## src/hw/rtl/rkc_pkg.sv

```systemverilog
// ----------------------------------------------------------------------------
// rkc_pkg
// shared types and constants of the 3x3 rgb convolution filter
// ----------------------------------------------------------------------------
package rkc_pkg;

    localparam int PIX_W  = 24;
    localparam int COEF_W = 16;
    localparam int ROW_W  = 48;
    localparam int ACC_W  = 29;
    localparam int SUM_W  = 20;
    localparam int QW     = 29;

    localparam logic [2:0] REG_TOP    = 3'd0;
    localparam logic [2:0] REG_MID    = 3'd1;
    localparam logic [2:0] REG_BOT    = 3'd2;
    localparam logic [2:0] REG_WIDTH  = 3'd3;
    localparam logic [2:0] REG_HEIGHT = 3'd4;

    typedef struct packed {
        logic load;       // latch pixel, read line stores
        logic shift;      // shift window, write line stores
        logic mac_clr;    // start of accumulation
        logic mac_step;   // one kernel tap
        logic div_start;  // start dividers
        logic out_load;   // capture result
    } rkc_cmd_t;

    typedef struct packed {
        logic div_done;
        logic tap_last;
    } rkc_stat_t;

endpackage

```

## src/hw/rtl/rkc_ctrl.sv

```systemverilog
// ----------------------------------------------------------------------------
// rkc_ctrl
// sequencer of the filter: counters, handshake and datapath commands
// ----------------------------------------------------------------------------
module rkc_ctrl import rkc_pkg::*; #(
    parameter int MAX_WIDTH = 1024
) (
    input  logic                         clk,
    input  logic                         rst_n,
    input  logic                         in_valid,
    output logic                         in_stall,
    input  logic                         frame_start,
    input  logic                         out_stall,
    output logic                         out_valid,
    input  logic [10:0]                  image_width,
    input  logic [12:0]                  image_height,
    output rkc_cmd_t                     cmd,
    input  rkc_stat_t                    stat,
    output logic [$clog2(MAX_WIDTH)-1:0] col_idx,
    output logic [9:0]                   pos_x,
    output logic [11:0]                  pos_y,
    output logic                         frame_last
);

    localparam int AW = $clog2(MAX_WIDTH);

    typedef enum logic [2:0] {S_IDLE, S_READ, S_SHIFT, S_MAC, S_START, S_DIV, S_OUT} state_t;

    state_t      state_reg;
    logic [12:0] col_reg;
    logic [12:0] row_reg;
    logic        prod_reg;
    logic        out_valid_reg;
    logic [9:0]  px_reg;
    logic [11:0] py_reg;
    logic        last_reg;
    logic [12:0] w, h;
    logic [12:0] col_next, row_next;
    logic        accept;

    always_comb
    begin
        if (image_width < 11'd3)
            w = 13'd3;
        else if (13'(image_width) > 13'(MAX_WIDTH))
            w = 13'(MAX_WIDTH);
        else
            w = 13'(image_width);
        if (image_height < 13'd3)
            h = 13'd3;
        else if (image_height > 13'd4096)
            h = 13'd4096;
        else
            h = image_height;
    end

    assign accept   = in_valid && !in_stall;
    assign in_stall = (state_reg != S_IDLE) || (out_valid_reg && out_stall);
    assign out_valid  = out_valid_reg;
    assign pos_x      = px_reg;
    assign pos_y      = py_reg;
    assign frame_last = last_reg;
    assign col_idx    = AW'(col_reg);

    always_comb
    begin
        cmd           = '0;
        cmd.load      = accept;
        cmd.shift     = (state_reg == S_SHIFT);
        cmd.mac_clr   = (state_reg == S_SHIFT);
        cmd.mac_step  = (state_reg == S_MAC);
        cmd.div_start = (state_reg == S_START);
        cmd.out_load  = (state_reg == S_OUT);
        col_next = col_reg + 13'd1;
        row_next = row_reg;
        if (col_next >= w)
        begin
            col_next = '0;
            row_next = row_reg + 13'd1;
            if (row_next >= h)
                row_next = '0;
        end
    end

    always_ff @(posedge clk or negedge rst_n)
    begin
        if (!rst_n)
        begin
            state_reg     <= S_IDLE;
            col_reg       <= '0;
            row_reg       <= '0;
            prod_reg      <= 1'b0;
            out_valid_reg <= 1'b0;
            px_reg        <= '0;
            py_reg        <= '0;
            last_reg      <= 1'b0;
        end
        else
        begin
            if (out_valid_reg && !out_stall)
                out_valid_reg <= 1'b0;
            unique case (state_reg)
                S_IDLE:
                begin
                    if (accept)
                    begin
                        if (frame_start)
                        begin
                            col_reg <= '0;
                            row_reg <= '0;
                        end
                        state_reg <= S_READ;
                    end
                end
                S_READ:
                begin
                    state_reg <= S_SHIFT;
                end
                S_SHIFT:
                begin
                    prod_reg <= col_reg >= 13'd2 && row_reg >= 13'd2
                                && col_reg < w && row_reg < h;
                    px_reg   <= 10'(col_reg - 13'd1);
                    py_reg   <= 12'(row_reg - 13'd1);
                    last_reg <= (col_reg == w - 13'd1) && (row_reg == h - 13'd1);
                    col_reg  <= col_next;
                    row_reg  <= row_next;
                    state_reg <= S_MAC;
                end
                S_MAC:
                begin
                    if (stat.tap_last)
                        state_reg <= prod_reg ? S_START : S_IDLE;
                end
                S_START:
                begin
                    state_reg <= S_DIV;
                end
                S_DIV:
                begin
                    if (stat.div_done)
                        state_reg <= S_OUT;
                end
                S_OUT:
                begin
                    out_valid_reg <= 1'b1;
                    state_reg     <= S_IDLE;
                end
                default:
                begin
                    state_reg <= S_IDLE;
                end
            endcase
        end
    end

    a_out_hold: assert property (@(posedge clk) disable iff (!rst_n)
        out_valid_reg && out_stall |=> out_valid_reg)
        else $error("result dropped under stall");
    a_one_busy: assert property (@(posedge clk) disable iff (!rst_n)
        accept |=> state_reg == S_READ)
        else $error("item not started");
    a_out_free: assert property (@(posedge clk) disable iff (!rst_n)
        state_reg == S_OUT |-> !(out_valid_reg && out_stall))
        else $error("result overwritten");

endmodule

```

## config.mk

```make
export PLATFORM = sky130hd
export DESIGN_NAME = rkc_ctrl
export DESIGN_NICKNAME = d
export VERILOG_FILES = /design/src/hw/rtl/rkc_pkg.sv /design/src/hw/rtl/rkc_ctrl.sv
export SDC_FILE = /design/constraint.sdc
export NUM_CORES = 1
export LEC_CHECK = 0
export BUFFER_PORTS_ARGS = -buffer_cell sky130_fd_sc_hd__buf_2
export CORE_ASPECT_RATIO = 0.7
export CORE_MARGIN = 10
export CORE_UTILIZATION = 45
export CTS_BUF_LIST = sky130_fd_sc_hd__clkbuf_4 sky130_fd_sc_hd__clkbuf_8 sky130_fd_sc_hd__clkbuf_16
export DETAILED_ROUTE_END_ITERATION = 10
export GPL_TIMING_DRIVEN = 0
export PLACE_DENSITY = 0.68
export SLEW_MARGIN = 15
export SYNTH_ARGS = -nofsm -noshare
export SYNTH_HDL_FRONTEND = slang
export SYNTH_SLANG_ARGS = --single-unit
```

## constraint.sdc

```tcl
create_clock -name clk -period 9.9 [get_ports clk]
set_input_delay 0.99 -clock clk [delete_from_list [all_inputs] [get_ports clk]]
set_output_delay 0.99 -clock clk [all_outputs]
set_load 0.02 [all_outputs]
```

Word-level counts from Yosys, hierarchy flattened
Index checks and enable logic that the tools add are counted.

Reduce and logical (&&, ||, !) cells: 17. Add/subtract/negate cells: 6. Mux-type cells: 18. Order comparisons: 10. Equal/unequal tests: 13.

Operators by type and width (number): 13-bit 2-to-1 mux (8); 13-bit one-hot mux with 2 select lines (2); 13-bit by 1-bit adder with 13-bit output, second input constant (2); 13-bit equality test (2); 13-bit greater-or-equal comparator (2); 13-bit by 2-bit greater-or-equal comparator with 1-bit output, second input constant (2); 13-bit < comparator (2); 13-bit by 1-bit subtractor with 13-bit output, second input constant (2); 3-bit one-hot mux with 6 select lines (1); 13-bit > comparator, second input constant (1); 13-bit by 2-bit < comparator with 1-bit output, second input constant (1); 3-bit 2-to-1 mux (4); 12-bit by 1-bit subtractor with 12-bit output, second input constant (1); 11-bit > comparator, second input constant (1); 11-bit by 2-bit < comparator with 1-bit output, second input constant (1); 11-bit 2-to-1 mux (1); 10-bit by 1-bit subtractor with 10-bit output, second input constant (1); 3-bit equality test, second input constant (3); 1-bit logical AND (7); 3-bit by 2-bit equality test with 1-bit output, second input constant (2); 2-bit != test, second input constant (3); 3-bit AND reduction (2); 2-bit by 1-bit != test with 1-bit output, second input constant (2); 4-bit AND reduction (1); other kinds (7) (10).

Bits of input ports: 31. Output and inout bits: 41. Logic and storage cells: 72. Register bits: 54.

Depth between registers and ports, before layout
Word-level depth: 7. Gate-level depth with buffers: 16. Mapped depth without buffers: 14.

Worst setup path before layout
Ideal clock, no wire load.

Kind: input -> register. Start: input port image_width[3]. End: register row_reg[10]. Data required time: 9.778 ns. Setup slack: 6.122 ns. Arrival time: 3.657 ns. Stages: 11. Cells stage by stage: or3_4 nor4b_4 o21ai_0 ha_1 a21boi_0 o21a_1 o2111ai_1 a21oi_1 or3_4 buf_2 a32o_1.

Cells in the longest elaborated chain, start to end: 6. Elaborated cells on any way between the ends: 7.

RTL lines: start: declaration (line rkc_ctrl.sv:15) `input logic [10:0] image_width,`; 11-bit > comparator (line rkc_ctrl.sv:45) `else if (13'(image_width) > 13'(MAX_WIDTH))`; 11-bit 2-to-1 mux (line rkc_ctrl.sv:45); 13-bit 2-to-1 mux * (line rkc_ctrl.sv:43) `if (image_width < 11'd3)`; 13-bit greater-or-equal comparator * (line rkc_ctrl.sv:76) `if (col_next >= w)`; 2-bit by 1-bit != test with 1-bit output (no line) *; 4-bit AND reduction (no line) *; end signal: assignment (line rkc_ctrl.sv:127) `row_reg <= row_next;`; end: declaration (line rkc_ctrl.sv:31) `logic [12:0] row_reg;`.

Every way passes the cells marked *; elsewhere a longest branch is shown, timed or not. A chain may end at the register's enable or synchronous reset.

Worst setup path after layout
Start: input port image_height[6]. End: register row_reg[1].

Cells in the longest elaborated chain, start to end: 7. Elaborated cells on any way between the ends: 8.

RTL lines: start: declaration (line rkc_ctrl.sv:16) `input logic [12:0] image_height,`; 13-bit > comparator (line rkc_ctrl.sv:51) `else if (image_height > 13'd4096)`; 13-bit 2-to-1 mux (line rkc_ctrl.sv:51); 13-bit 2-to-1 mux * (line rkc_ctrl.sv:49) `if (image_height < 13'd3)`; 13-bit greater-or-equal comparator * (line rkc_ctrl.sv:80) `if (row_next >= h)`; 13-bit 2-to-1 mux * (line rkc_ctrl.sv:80); 13-bit 2-to-1 mux * (line rkc_ctrl.sv:76); 13-bit one-hot mux with 2 select lines * (line rkc_ctrl.sv:102) `unique case (state_reg)`.

Every way passes the cells marked *; elsewhere a longest branch is shown, timed or not. The select of a mux whose other input is x is not followed.

==> flow_summary.yaml <==
status:
  status: "finished, final reports clean"
timing:
  final_hold_viol_count: 0
  rsz0062_at_grt: "false"
  drv_slew: 0
  setup_viol: 0
  fin_worst_skew_ps: 10.57
  tightest_slew_ps: 729.4
  layout_setup_ws_ps: 5567
  fin_crit_ps: 4333
  max-slew-margin-rel: 0.5105
  finalSetupTns_ps: 0
  fin_crit_sh: 0.4377
  fmax_mhz: 230.8
floorplan:
  ios: 72
  die_h_um: 110.3
  rows: 32
  die_area_um2: 16430
  initial_utilization: 0.4673
  core_um2: 11210
  die_x_um: 149.0
synth:
  seq_area_frac_synth: 0.2579
  syn_nets: 735
  synth_top_family_by_area: "simple AND/OR/NAND/NOR gates"
  synth_compound_area_frac: 0.2090
  syn_area_per_cell_um2: 8.097
  yosysWarnings: 0
  synth.distinct_cells: 65
  netlist_instances: 647
  ys_ff_latch: 54
  synthFlopType: "dfrtp_1"
  async_reset_ff_frac: 1.000
  synth_xor_area_frac: 0.08025
  synthSimpleGateAreaFrac: 0.2498
  synth_edf_count: 0
  synthMuxAreaShare: 0.005732
  synth_fa_ha_area_frac: 0.1361
  syn_area_um2: 5239
worst_setup_path:
  reg2reg_depth: 13
  path_buf_inv: 1
  worstReg2RegEnd: "row_reg[7]"
  worst_path_largest_cell_delay_ps: 460
  path_cells: "buf_2 -> nor4_2 -> nand3_1 -> nor3_1 -> o21ai_0 -> ha_1 -> nor2b_1 -> o21a_1 -> o21ai_0 -> a21oi_1 -> a2111oi_0 -> o21ai_0 -> o31ai_1"
  worstReg2RegStart: "col_reg[2]"
  crit_type: "input pin to flop"
  worst_ep_arrival_time_ps: 4510
  critPathLaunchType: "input pin"
  cp_slowest_cell: "a2111oi_0"
  required_ps: 10080
  path_max_fanout: 8
  cp-end-kind: "flop"
  critPathMostFrequentCell: "o21ai_0"
  crit_family: "compound AO/OA/AOI/OAI gates"
  r2r_slack_ps: 5870
global_routing:
  grt_max_degree: 55
  grt_pass1_vias: 4947
  grt_use_total: 0.2039
  grt_pass1_wl_um: 27370
  antenna_found_initial: 0
  overflow: 0
placed_design:
  dp_hpwl_um: 13560
  dp_cells: 868
  place_congestion: 0.9587
  port_buffers: 68
  placed_area_um2: 5773
  place_ws_ps: 5397
power:
  peakVddDrop_uv: 145.0
  switching_share: 0.4867
  leakage_nw: 2.727
  pwr-share-comb: 0.598
  p_int_uw: 726.7
  power_density_nw_per_um2: 238.2
  netSwitchingPower_uw: 689.0
  pwr-share-seq: 0.255
  pwr-share-clk: 0.147
layout:
  layout_commonest_cell: "nand2_1"
  drive_gt1_frac: 0.1508
  num_antenna_cells: 0
  mostFrequentLayoutCells: "76 x nand2_1, 71 x buf_2, 57 x ha_1"
  nets: 810
  stdcell_area_um2: 5943
  fin_cells: 876
  area_growth_pct: 13.45
route:
  drt_wl_total_um: 17210
  firstDrtPassIters: 5
  vias_per_cell: 6.053
  drc: 0
  vias: 5302
  drt-wirelength-per-cell_um: 19.65
  antenna_left: 0
  drt-initial-drc-count: 512
worst_hold_path:
  hold_start: "pos_y[2]"
  min_to: "pos_y[2]"
  hold_depth: 2
  min_path_type: "flop to flop"
clock_tree:
  cts_max_level: 2
  holdBufCountCts: 0
  clk_latency_ps: 290
  root_buffer: "clkbuf_16"
  cts_tree: "done"
  cts.sinks: 54
  cts_resized: 0
  cts_max_path_buffers: 2
  cts.clk_slew.worst_paths_ps: 70
  numCtsBuffers: 5
  post_cts_buffers: 0
job:
  cap_viol_max_count: 0
[how the worst max path moves through the flow]
stage | startpoint | end | slack, ps | cells past startpoint
final | image_height[6] | row_reg[1] | 5570 | 13
after global routing | image_width[3] | frame_last | 5250 | 14
after CTS | image_width[3] | frame_last | 5680 | 14
after detailed placement | image_width[3] | frame_last | 5400 | 14
after global placement | image_width[3] | frame_last | 5390 | 12
after floorplan | image_width[3] | row_reg[10] | 6120 | 11
[worst min-delay path: stages (launching register included)]
cell     delay (ps)
dfrtp_1         340
nand2_1          50
o21ai_0          60
[Yosys cell counts, drive strengths merged (11+ instances only)]
cell,n,area [um2]
o21ai,53,265.3
buf,21,132.6
ha,57,713.2
xnor2,35,306.5
nor2,44,165.2
nor3,16,85.08
nand3,18,90.09
nand4,11,68.82
dfrtp,54,1351
clkbuf,30,112.6
xor2,13,113.9
o21a,12,90.09
inv,20,75.07
nor4,18,118.9
a21oi,23,115.1
nand2,76,285.3
[area by class of cell]
cell class              instances  area, um2
clock inverters                 2      37.54
clock buffers                   6      132.6
plain buffers                  51      245.2
repair buffers                 68      342.8
flip-flops and latches         54       1351
well taps                     153      191.4
multi-input cells             522       3567
fillers                      1084       5268
inverters                      20      75.07
[metal layers]
layer	vias to the layer above	GRT usage	wire (um)	part of all wire
li1	2499	-	-	-
met1	2541	0.3128	8401	0.49
met2	255	0.2878	6841	0.40
met3	7	0.04601	1892	0.11
met4	0	0.02514	78	0.0045
met5	-	0	0	0
[stage by stage]
stage               hold slack (ps)  power, mW    util
finish                        479.7      1.416  0.5301
global route                  511.9      1.522  0.5301
CTS                           481.4      1.410  0.5301
detailed placement            465.0      1.199  0.5150
global placement              459.4      1.179  0.5147
floorplan                     466.2     0.9345       -
[cells by family (layout without fill, tap and decap cells)]
logic type               Yosys count  after routing
AO/OA/AOI/OAI                    163            163
XOR/XNOR                          48             48
adder cells (fa/ha/maj)           57             57
buffers and inverters             71            147
flip-flops                        54             54
multiplexers                       3              3
AND/OR/NAND/NOR                  251            251
[power groups by stage]
| stage | combinational (mW) | sequential, mW | clock, mW |
|---|---|---|---|
| finish | 0.846 | 0.361 | 0.208 |
| global route | 0.935 | 0.370 | 0.217 |
| CTS | 0.842 | 0.359 | 0.209 |
| detailed placement | 0.836 | 0.363 | 0 |
| global placement | 0.819 | 0.360 | 0 |
| floorplan | 0.544 | 0.391 | 0 |
Note: power is estimated with default switching activity, not from simulation.
